[config.mk]
export PLATFORM = sky130hd
export DESIGN_NAME = rgb_keyframe_fade_generator_core
export DESIGN_NICKNAME = d
export VERILOG_FILES = /design/src/rtl/core/rkfg_pkg.sv /design/src/rtl/core/rgb_keyframe_fade_generator_core.sv
export SDC_FILE = /design/constraint.sdc
export NUM_CORES = 2
export LEC_CHECK = 0
export BUFFER_PORTS_ARGS = -buffer_cell sky130_fd_sc_hd__buf_2
export CAP_MARGIN = 5
export CORE_UTILIZATION = 50
export CTS_CLUSTER_DIAMETER = 40
export DETAILED_ROUTE_END_ITERATION = 8
export PLACE_DENSITY_LB_ADDON = 0.15
export SYNTH_ARGS = -nofsm -noshare
export SYNTH_HDL_FRONTEND = slang
export SYNTH_SLANG_ARGS = --single-unit
[constraint.sdc]
create_clock -name clk -period 13.6 [get_ports clk]
set_input_delay 1.36 -clock clk [delete_from_list [all_inputs] [get_ports clk]]
set_output_delay 1.36 -clock clk [all_outputs]
set_load 0.1 [all_outputs]
[src/rtl/core/rkfg_pkg.sv]
// Shared constants and helper functions for the RGB keyframe fade generator.
package rkfg_pkg;

    // Keyframe field widths.
    localparam int CHAN_W = 8;
    localparam int MODE_W = 2;
    localparam int LEN_W  = 7;
    localparam int IDX_W  = 6;

    // Segments longer than this are clipped when the keyframe is stored.
    localparam logic [LEN_W-1:0] MAX_SEGMENT_LENGTH = 7'd64;

    // Transition modes; the unused code behaves as a plain step.
    localparam logic [MODE_W-1:0] MODE_NONE   = 2'd0;
    localparam logic [MODE_W-1:0] MODE_LINEAR = 2'd1;
    localparam logic [MODE_W-1:0] MODE_SINE   = 2'd2;

    // Serial arithmetic unit: operand width and iteration counter.
    localparam int OP_W  = 32;
    localparam int CNT_W = $clog2(OP_W);
    localparam logic [CNT_W-1:0] OP_LAST = CNT_W'(OP_W - 1);
    localparam int DEN_W = 7;

    // Fixed-point constants of the sine-squared weight.
    localparam logic [OP_W-1:0] ANGLE_K = 32'd25723;
    localparam logic [OP_W-1:0] Q30_ONE = 32'h4000_0000;
    localparam int W_W = 17;
    localparam logic [W_W-1:0] W_ONE = 17'h1_0000;

    // Divisors of the Taylor series terms, innermost first.
    localparam logic [DEN_W-1:0] TAYLOR_DIV1 = 7'd72;
    localparam logic [DEN_W-1:0] TAYLOR_DIV2 = 7'd42;
    localparam logic [DEN_W-1:0] TAYLOR_DIV3 = 7'd20;
    localparam logic [DEN_W-1:0] TAYLOR_DIV4 = 7'd6;

    // Blend one channel with a Q1.16 weight: floor(c1 + (c2 - c1) * w / 65536).
    function automatic logic [CHAN_W-1:0] sine_mix(
        input logic [CHAN_W-1:0] c1,
        input logic [CHAN_W-1:0] c2,
        input logic [W_W-1:0]    w
    );
        logic signed [CHAN_W:0] diff;
        logic signed [26:0]     prod;
        logic signed [26:0]     sum;
        diff = $signed({1'b0, c2}) - $signed({1'b0, c1});
        prod = 27'(diff) * 27'($signed({1'b0, w}));
        sum  = prod + 27'($signed({1'b0, c1, 16'h0000}));
        return sum[23:16];
    endfunction

    // Numerator of the linear blend: c1 * len + (c2 - c1) * i, never negative.
    function automatic logic [14:0] lin_num(
        input logic [CHAN_W-1:0] c1,
        input logic [CHAN_W-1:0] c2,
        input logic [IDX_W-1:0]  idx,
        input logic [LEN_W-1:0]  len
    );
        logic signed [CHAN_W:0] diff;
        logic signed [16:0]     sum;
        diff = $signed({1'b0, c2}) - $signed({1'b0, c1});
        sum  = 17'($signed({1'b0, c1})) * 17'($signed({1'b0, len}))
             + 17'(diff) * 17'($signed({1'b0, idx}));
        return sum[14:0];
    endfunction

endpackage

[src/rtl/core/rgb_keyframe_fade_generator_core.sv]
// Keyframe fade generator: turns RGB keyframes into per-step faded colors.
//
// Keyframes arrive on the s_ channel; each transaction carries a color, a
// transition mode and a segment length, with start_new on s_tuser. The block
// stores one keyframe. When the next keyframe arrives (and start_new is low),
// it streams the samples of the stored keyframe's segment on the m_ channel,
// one transaction per step, with m_tlast on the final sample of the segment.
// The first keyframe, a start_new keyframe or a stored length of zero
// produces no samples. s_tready is high only while no segment is in work.
// The work per sample depends on the stored mode, and is done by a
// bit-serial shift-add multiplier and a bit-serial restoring divider:
//   none:   no multiplication or division.
//   linear: 3 divisions per sample.
//   sine:   12 multiplications and divisions per sample.
// A sample waits in the output register while m_tready is low; no
// further work starts until it is taken.
// Reset clears the stored keyframe and returns the block to idle.
module rgb_keyframe_fade_generator_core (
    input  logic        clk,
    input  logic        rst_n,
    input  logic        s_tvalid,
    output logic        s_tready,
    // key_red[7:0], key_green[15:8], key_blue[23:16], transition_mode[25:24],
    // segment_length[32:26], zero padding [39:33]
    input  logic [39:0] s_tdata,
    // start_new[0]
    input  logic        s_tuser,
    output logic        m_tvalid,
    input  logic        m_tready,
    // out_red[7:0], out_green[15:8], out_blue[23:16]
    output logic [23:0] m_tdata,
    // segment_last
    output logic        m_tlast
);

    typedef enum logic [2:0] {
        ST_IDLE,
        ST_SEQ,
        ST_MUL,
        ST_DIV,
        ST_BLEND,
        ST_EMIT
    } state_t;

    // Steps of the per-sample operation sequence.
    typedef enum logic [3:0] {
        STP_F,
        STP_X,
        STP_X2,
        STP_T1,
        STP_P2,
        STP_T2,
        STP_P3,
        STP_T3,
        STP_P4,
        STP_T4,
        STP_S,
        STP_W,
        STP_L0,
        STP_L1,
        STP_L2,
        STP_NONE
    } step_t;

    localparam int CW = rkfg_pkg::CHAN_W;
    localparam int OW = rkfg_pkg::OP_W;

    state_t                       state_reg;
    step_t                        step_reg;
    logic                         have_prev_reg;
    logic [3*CW-1:0]              prev_color_reg;
    logic [rkfg_pkg::MODE_W-1:0]  prev_mode_reg;
    logic [rkfg_pkg::LEN_W-1:0]   prev_len_reg;
    logic [3*CW-1:0]              seg_c1_reg;
    logic [rkfg_pkg::MODE_W-1:0]  seg_mode_reg;
    logic [rkfg_pkg::LEN_W-1:0]   seg_len_reg;
    logic [rkfg_pkg::IDX_W-1:0]   idx_reg;
    logic [rkfg_pkg::CNT_W-1:0]   op_cnt_reg;

    logic [OW-1:0]                mul_a_reg;
    logic [OW-1:0]                mul_b_reg;
    logic [2*OW-1:0]              mul_acc_reg;
    logic [2*OW-1:0]              mul_acc_next;
    logic [OW:0]                  mul_sum;

    logic [OW-1:0]                div_num_reg;
    logic [OW-1:0]                div_num_next;
    logic [rkfg_pkg::DEN_W-1:0]   div_den_reg;
    logic [rkfg_pkg::DEN_W-1:0]   div_rem_reg;
    logic [rkfg_pkg::DEN_W-1:0]   div_rem_next;
    logic [rkfg_pkg::DEN_W:0]     div_trial;
    logic [rkfg_pkg::DEN_W:0]     div_diff;
    logic                         div_ge;

    logic [OW-1:0]                x_reg;
    logic [OW-1:0]                x2_reg;
    logic [OW-1:0]                t_reg;
    logic [OW-1:0]                val_reg;
    logic [rkfg_pkg::W_W-1:0]     w_reg;
    logic [19:0]                  w_raw;
    logic [rkfg_pkg::W_W-1:0]     w_sat;

    logic [CW-1:0]                out_red_reg;
    logic [CW-1:0]                out_green_reg;
    logic [CW-1:0]                out_blue_reg;

    logic [rkfg_pkg::LEN_W-1:0]   key_len_in;
    logic [rkfg_pkg::LEN_W-1:0]   key_len_sat;
    logic                         key_start_seg;
    logic                         seg_last;
    logic [CW-1:0]                lin_c1;
    logic [CW-1:0]                lin_c2;
    logic [OW-1:0]                lin_dividend;

    // First step of a sample for a given transition mode.
    function automatic step_t first_step(input logic [rkfg_pkg::MODE_W-1:0] mode);
        step_t s;
        case (mode)
            rkfg_pkg::MODE_LINEAR: s = STP_L0;
            rkfg_pkg::MODE_SINE:   s = STP_F;
            default:               s = STP_NONE;
        endcase
        return s;
    endfunction

    // Incoming keyframe length, clipped to the longest segment.
    assign key_len_in  = s_tdata[32:26];
    assign key_len_sat = (key_len_in > rkfg_pkg::MAX_SEGMENT_LENGTH) ?
                         rkfg_pkg::MAX_SEGMENT_LENGTH : key_len_in;
    assign key_start_seg = have_prev_reg && !s_tuser &&
                           (prev_len_reg != '0);

    // One shift-add step of the multiplier, least significant bit first.
    assign mul_sum      = {1'b0, mul_acc_reg[2*OW-1:OW]} +
                          (mul_b_reg[0] ? {1'b0, mul_a_reg} : '0);
    assign mul_acc_next = {mul_sum, mul_acc_reg[OW-1:1]};

    // One restoring step of the divider, most significant bit first.
    assign div_trial    = {div_rem_reg, div_num_reg[OW-1]};
    assign div_diff     = div_trial - {1'b0, div_den_reg};
    assign div_ge       = (div_trial >= {1'b0, div_den_reg});
    assign div_rem_next = div_ge ? div_diff[rkfg_pkg::DEN_W-1:0] :
                                   div_trial[rkfg_pkg::DEN_W-1:0];
    assign div_num_next = {div_num_reg[OW-2:0], div_ge};

    // Saturated Q1.16 weight from the squared sine.
    assign w_raw = mul_acc_next[2*OW-1:44];
    assign w_sat = (w_raw > 20'(rkfg_pkg::W_ONE)) ? rkfg_pkg::W_ONE :
                                                     w_raw[rkfg_pkg::W_W-1:0];

    // Channel operands of the linear blend for the current step.
    always_comb
    begin
        case (step_reg)
            STP_L1:
            begin
                lin_c1 = seg_c1_reg[15:8];
                lin_c2 = prev_color_reg[15:8];
            end
            STP_L2:
            begin
                lin_c1 = seg_c1_reg[7:0];
                lin_c2 = prev_color_reg[7:0];
            end
            default:
            begin
                lin_c1 = seg_c1_reg[23:16];
                lin_c2 = prev_color_reg[23:16];
            end
        endcase
        lin_dividend = OW'(rkfg_pkg::lin_num(lin_c1, lin_c2, idx_reg, seg_len_reg));
    end

    assign seg_last = (({1'b0, idx_reg} + 7'd1) == seg_len_reg);

    // Sequencer, serial arithmetic and output register.
    always_ff @(posedge clk or negedge rst_n)
    begin
        if (!rst_n)
        begin
            state_reg      <= ST_IDLE;
            step_reg       <= STP_NONE;
            have_prev_reg  <= 1'b0;
            prev_color_reg <= '0;
            prev_mode_reg  <= rkfg_pkg::MODE_NONE;
            prev_len_reg   <= '0;
            seg_c1_reg     <= '0;
            seg_mode_reg   <= rkfg_pkg::MODE_NONE;
            seg_len_reg    <= '0;
            idx_reg        <= '0;
            op_cnt_reg     <= '0;
            mul_a_reg      <= '0;
            mul_b_reg      <= '0;
            mul_acc_reg    <= '0;
            div_num_reg    <= '0;
            div_den_reg    <= '0;
            div_rem_reg    <= '0;
            x_reg          <= '0;
            x2_reg         <= '0;
            t_reg          <= '0;
            val_reg        <= '0;
            w_reg          <= '0;
            out_red_reg    <= '0;
            out_green_reg  <= '0;
            out_blue_reg   <= '0;
        end
        else
        begin
            case (state_reg)
                // Take a keyframe; start a segment if one is stored with a nonzero length and start_new is low.
                ST_IDLE:
                begin
                    if (s_tvalid)
                    begin
                        seg_c1_reg     <= prev_color_reg;
                        seg_mode_reg   <= prev_mode_reg;
                        seg_len_reg    <= prev_len_reg;
                        idx_reg        <= '0;
                        step_reg       <= first_step(prev_mode_reg);
                        prev_color_reg <= {s_tdata[7:0], s_tdata[15:8], s_tdata[23:16]};
                        prev_mode_reg  <= s_tdata[25:24];
                        prev_len_reg   <= key_len_sat;
                        have_prev_reg  <= 1'b1;
                        if (key_start_seg)
                        begin
                            state_reg <= ST_SEQ;
                        end
                    end
                end

                // Load the operands of the next operation, or in mode none the output color.
                ST_SEQ:
                begin
                    op_cnt_reg  <= '0;
                    mul_acc_reg <= '0;
                    div_rem_reg <= '0;
                    case (step_reg)
                        STP_F:
                        begin
                            div_num_reg <= {10'd0, idx_reg, 16'd0};
                            div_den_reg <= seg_len_reg;
                            state_reg   <= ST_DIV;
                        end
                        STP_X:
                        begin
                            mul_a_reg <= val_reg;
                            mul_b_reg <= rkfg_pkg::ANGLE_K;
                            state_reg <= ST_MUL;
                        end
                        STP_X2:
                        begin
                            mul_a_reg <= x_reg;
                            mul_b_reg <= x_reg;
                            state_reg <= ST_MUL;
                        end
                        STP_T1:
                        begin
                            div_num_reg <= x2_reg;
                            div_den_reg <= rkfg_pkg::TAYLOR_DIV1;
                            state_reg   <= ST_DIV;
                        end
                        STP_P2, STP_P3, STP_P4:
                        begin
                            mul_a_reg <= x2_reg;
                            mul_b_reg <= t_reg;
                            state_reg <= ST_MUL;
                        end
                        STP_T2:
                        begin
                            div_num_reg <= val_reg;
                            div_den_reg <= rkfg_pkg::TAYLOR_DIV2;
                            state_reg   <= ST_DIV;
                        end
                        STP_T3:
                        begin
                            div_num_reg <= val_reg;
                            div_den_reg <= rkfg_pkg::TAYLOR_DIV3;
                            state_reg   <= ST_DIV;
                        end
                        STP_T4:
                        begin
                            div_num_reg <= val_reg;
                            div_den_reg <= rkfg_pkg::TAYLOR_DIV4;
                            state_reg   <= ST_DIV;
                        end
                        STP_S:
                        begin
                            mul_a_reg <= x_reg;
                            mul_b_reg <= t_reg;
                            state_reg <= ST_MUL;
                        end
                        STP_W:
                        begin
                            mul_a_reg <= val_reg;
                            mul_b_reg <= val_reg;
                            state_reg <= ST_MUL;
                        end
                        STP_L0, STP_L1, STP_L2:
                        begin
                            div_num_reg <= lin_dividend;
                            div_den_reg <= seg_len_reg;
                            state_reg   <= ST_DIV;
                        end
                        default:
                        begin
                            out_red_reg   <= prev_color_reg[23:16];
                            out_green_reg <= prev_color_reg[15:8];
                            out_blue_reg  <= prev_color_reg[7:0];
                            state_reg     <= ST_EMIT;
                        end
                    endcase
                end

                // Multiply one bit per cycle, then store the product, scaled except in step X.
                ST_MUL:
                begin
                    mul_acc_reg <= mul_acc_next;
                    mul_b_reg   <= mul_b_reg >> 1;
                    op_cnt_reg  <= op_cnt_reg + 1'b1;
                    if (op_cnt_reg == rkfg_pkg::OP_LAST)
                    begin
                        case (step_reg)
                            STP_X:
                            begin
                                x_reg     <= mul_acc_next[OW-1:0];
                                step_reg  <= STP_X2;
                                state_reg <= ST_SEQ;
                            end
                            STP_X2:
                            begin
                                x2_reg    <= mul_acc_next[61:30];
                                step_reg  <= STP_T1;
                                state_reg <= ST_SEQ;
                            end
                            STP_P2:
                            begin
                                val_reg   <= mul_acc_next[61:30];
                                step_reg  <= STP_T2;
                                state_reg <= ST_SEQ;
                            end
                            STP_P3:
                            begin
                                val_reg   <= mul_acc_next[61:30];
                                step_reg  <= STP_T3;
                                state_reg <= ST_SEQ;
                            end
                            STP_P4:
                            begin
                                val_reg   <= mul_acc_next[61:30];
                                step_reg  <= STP_T4;
                                state_reg <= ST_SEQ;
                            end
                            STP_S:
                            begin
                                val_reg   <= mul_acc_next[61:30];
                                step_reg  <= STP_W;
                                state_reg <= ST_SEQ;
                            end
                            default:
                            begin
                                w_reg     <= w_sat;
                                state_reg <= ST_BLEND;
                            end
                        endcase
                    end
                end

                // Divide one quotient bit per cycle, then store the result.
                ST_DIV:
                begin
                    div_num_reg <= div_num_next;
                    div_rem_reg <= div_rem_next;
                    op_cnt_reg  <= op_cnt_reg + 1'b1;
                    if (op_cnt_reg == rkfg_pkg::OP_LAST)
                    begin
                        case (step_reg)
                            STP_F:
                            begin
                                val_reg   <= div_num_next;
                                step_reg  <= STP_X;
                                state_reg <= ST_SEQ;
                            end
                            STP_T1:
                            begin
                                t_reg     <= rkfg_pkg::Q30_ONE - div_num_next;
                                step_reg  <= STP_P2;
                                state_reg <= ST_SEQ;
                            end
                            STP_T2:
                            begin
                                t_reg     <= rkfg_pkg::Q30_ONE - div_num_next;
                                step_reg  <= STP_P3;
                                state_reg <= ST_SEQ;
                            end
                            STP_T3:
                            begin
                                t_reg     <= rkfg_pkg::Q30_ONE - div_num_next;
                                step_reg  <= STP_P4;
                                state_reg <= ST_SEQ;
                            end
                            STP_T4:
                            begin
                                t_reg     <= rkfg_pkg::Q30_ONE - div_num_next;
                                step_reg  <= STP_S;
                                state_reg <= ST_SEQ;
                            end
                            STP_L0:
                            begin
                                out_red_reg <= div_num_next[CW-1:0];
                                step_reg    <= STP_L1;
                                state_reg   <= ST_SEQ;
                            end
                            STP_L1:
                            begin
                                out_green_reg <= div_num_next[CW-1:0];
                                step_reg      <= STP_L2;
                                state_reg     <= ST_SEQ;
                            end
                            default:
                            begin
                                out_blue_reg <= div_num_next[CW-1:0];
                                state_reg    <= ST_EMIT;
                            end
                        endcase
                    end
                end

                // Apply the sine-squared weight to all three channels.
                ST_BLEND:
                begin
                    out_red_reg   <= rkfg_pkg::sine_mix(seg_c1_reg[23:16],
                                                        prev_color_reg[23:16], w_reg);
                    out_green_reg <= rkfg_pkg::sine_mix(seg_c1_reg[15:8],
                                                        prev_color_reg[15:8], w_reg);
                    out_blue_reg  <= rkfg_pkg::sine_mix(seg_c1_reg[7:0],
                                                        prev_color_reg[7:0], w_reg);
                    state_reg     <= ST_EMIT;
                end

                // Hold the sample until the transaction completes.
                ST_EMIT:
                begin
                    if (m_tready)
                    begin
                        if (seg_last)
                        begin
                            state_reg <= ST_IDLE;
                        end
                        else
                        begin
                            idx_reg   <= idx_reg + 1'b1;
                            step_reg  <= first_step(seg_mode_reg);
                            state_reg <= ST_SEQ;
                        end
                    end
                end

                default:
                begin
                    state_reg <= ST_IDLE;
                end
            endcase
        end
    end

    assign s_tready = (state_reg == ST_IDLE);
    assign m_tvalid = (state_reg == ST_EMIT);
    assign m_tdata  = {out_blue_reg, out_green_reg, out_red_reg};
    assign m_tlast  = seg_last;

endmodule
==> impl_metrics.env <==
export IMPL_status="finished, final reports clean"
export IMPL_setup_violations=0
export IMPL_cts_resized=0
export IMPL_cts_path_max_buffers=3
export IMPL_ys_types=87
export IMPL_track_usage_pct=29.1
export IMPL_crit_path_end_kind="register"
export IMPL_htreeDepth=3
export IMPL_netlist_area_mm2=0.0404
export IMPL_maxSlewViolCount=0
export IMPL_postRouteAntennaNets=0
export IMPL_die_x_um=286
export IMPL_cp_common_cell="fa_1"
export IMPL_powerDensity_mw_per_mm2=275
export IMPL_path_class="reg2reg"
export IMPL_place_gp_congestion=0.898
export IMPL_rsz0062_at_grt="false"
export IMPL_critPathMaxFanout=27
export IMPL_ys_seq_area_share_pct=26.5
export IMPL_drtIter0Drc=2780
export IMPL_final_hold_violation_count=0
export IMPL_worst_slew_pin_slew_ns=1.05
export IMPL_clk_pin_slew_worst_paths_ns=0.06
export IMPL_switchingPower_uw=6550
export IMPL_dpl_instance_area_mm2=0.0418
export IMPL_cts_sinks=427
export IMPL_finClkSkew_ns=0.0301
export IMPL_place_hpwl_um=81200
export IMPL_grt_pass1_wl_um=187000
export IMPL_cp_arrival_ns=10.43
export IMPL_ys_warn_count=0
export IMPL_syn_num_nets=5194
export IMPL_grt_pass1_vias=32900
export IMPL_drive_gt1_share_pct=8.94
export IMPL_synth_ff_type="dfrtp_1"
export IMPL_synth_top_area_share_pct=26.2
export IMPL_sw_frac_of_total_pct=53.7
export IMPL_yosysMostFrequentCell="nand2_1"
export IMPL_largest_reg_flops=63
export IMPL_cap_violations=0
export IMPL_postLayoutCoreUtil_pct=55.9
export IMPL_antenna_found_initial=1
export IMPL_worst_hold_slack_ns=0.465
export IMPL_core_area_mm2=0.0795
export IMPL_rows=103
export IMPL_postSynth_asyncResetShare_pct=100
export IMPL_ys_seq_elements=427
export IMPL_drc=0
export IMPL_intPower_uw=5660
export IMPL_seqPwrFrac_pct=17.5
export IMPL_avgSynthCellArea_um2=9.07
export IMPL_die_area_mm2=0.0819
export IMPL_slowest_delay_ns=0.82
export IMPL_pwr_share_comb_pct=66.6
export IMPL_cts_tree="built"
export IMPL_fin_crit_ns=9.95
export IMPL_drt_total_wl_um=115000
export IMPL_io_pins=72
export IMPL_grt_max_degree=139
export IMPL_area_growth_pct=9.96
export IMPL_dr_pass1_iters=9
export IMPL_ir_drop_v=0.000233
export IMPL_cts_inserted_buffers=73
export IMPL_die_height_um=286
export IMPL_finalNetCount=5152
export IMPL_cp_slowest_cell="dfstp_2"
export IMPL_hold_buffers=0
export IMPL_clkPwrFrac_pct=16.0
export IMPL_post_drt_via_cell_ratio=5.84
export IMPL_hold_path_class="reg2reg"
export IMPL_cts_setup_buffers=0
export IMPL_synthesis_instances=4455
export IMPL_overflow=0
export IMPL_tns_ns=0
export IMPL_yosys_area_top_type="dfrtp_1"
export IMPL_finalCritPeriodShare_pct=73.2
export IMPL_slew_headroom_pct=30.0
export IMPL_cts_root_buf="clkbuf_16"
export IMPL_io_buffers=64
export IMPL_synth_area_leaders="dfrtp_1 26%, fa_1 21%, ha_1 8.2%"
export IMPL_p_leak_uw=0.0211
export IMPL_clock_fmax_ghz=0.100
export IMPL_required_ns=14.08
export IMPL_clkLatencyLatePin_ns=0.63
export IMPL_initial_utilization_pct=50.8
export IMPL_final_cell_area_mm2=0.0444
export IMPL_synth_edff_count=0
export IMPL_wl_per_cell_um=20.9
export IMPL_vias=32300
export IMPL_cp_start_kind="register"
export IMPL_ys_top_cells_by_count="644 x nand2_1, 536 x inv_1, 430 x fa_1"
path summary, 6_finish.rpt:
| path | start | to | slack [ns] | cells after the start |
|---|---|---|---|---|
| max in group asynchronous | rst_n | prev_len_reg[3] | 10.00 | 4 |
| hold / removal | have_prev_reg | have_prev_reg | 0.47 | 1 |
| setup / recovery | step_reg[3] | div_num_reg[14] | 3.65 | 29 |
| hold reg to reg | have_prev_reg | have_prev_reg | 0.47 | 1 |
| min in group asynchronous | rst_n | mul_acc_reg[28] | 0.78 | 1 |
| setup reg to reg | step_reg[3] | div_num_reg[14] | 3.65 | 29 |
worst max-delay path, delay by kind of cell (launching register included):
kind / cells / cell delay, ns
compound gates: 11 / 2.85
fa+ha+maj: 8 / 3.95
xor+xnor: 2 / 0.73
simple gates: 4 / 1.09
flops: 1 / 0.82
buf+inv: 4 / 0.39
cells in the final DEF (no fill, tap or decap), drive strengths merged, types with 55 or more instances in the layout:
cell,synthesis,layout
a21oi,159,159
a22o,55,55
a22oi,62,62
and2,226,226
buf,33,149
clkbuf,233,87
dfrtp,423,423
fa,430,430
ha,264,264
inv,536,554
mux2,58,58
nand2,644,644
nand2b,98,98
nor2,226,226
nor3,70,70
o21ai,246,246
xnor2,80,80
xor2,60,60
power groups by stage:
| stage | logic (µW) | registers, µW | clock network [µW] |
|---|---|---|---|
| global route | 8970 | 2180 | 2030 |
| detailed placement | 7990 | 2140 | 0 |
| floorplan | 5430 | 2090 | 0 |
| global placement | 7900 | 2140 | 0 |
| finish | 8120 | 2130 | 1950 |
| CTS | 8070 | 2120 | 1980 |
routing by layer:
layer	vias up	track usage, %	routed length (µm)
li1	14700	-	-
met4	0	8.84	3380
met5	-	0	0
met2	1074	46.2	53000
met3	186	4.43	7960
met1	16300	41.3	51000
stage by stage:
stage | setup WS [ns] | power, µW | instances
6_report | 3.65 | 12200 | 5525
5_1_grt | 3.13 | 13200 | 5524
4_1_cts | 3.67 | 12200 | 5524
3_3_place_gp | 3.75 | 10000 | 5388
2_1_floorplan | 5.02 | 7520 | 4455
3_5_place_dp | 3.68 | 10100 | 5388
final cells by class:
type,instances,area [µm²]
multi-input combinational,3225,26800
fill,7222,35100
antenna,1,2.50
sequential,427,10700
timing repair buffer,149,981
clock inverter,49,671
tap,1050,1310
clock buffer,87,1930
inverter,537,2020
cell families (layout without fill, tap and decap cells):
family	count (synthesis)	count (layout)	synth area share, %
simple gates	1425	1425	16.5
other cells	0	1	0
flops	427	427	26.5
buf+inv	803	822	7.51
compound gates	885	885	14.7
fa+ha+maj	694	694	29.5
mux	79	79	2.14
xor+xnor	142	142	3.15
Note: power is estimated with default switching activity, not from simulation.
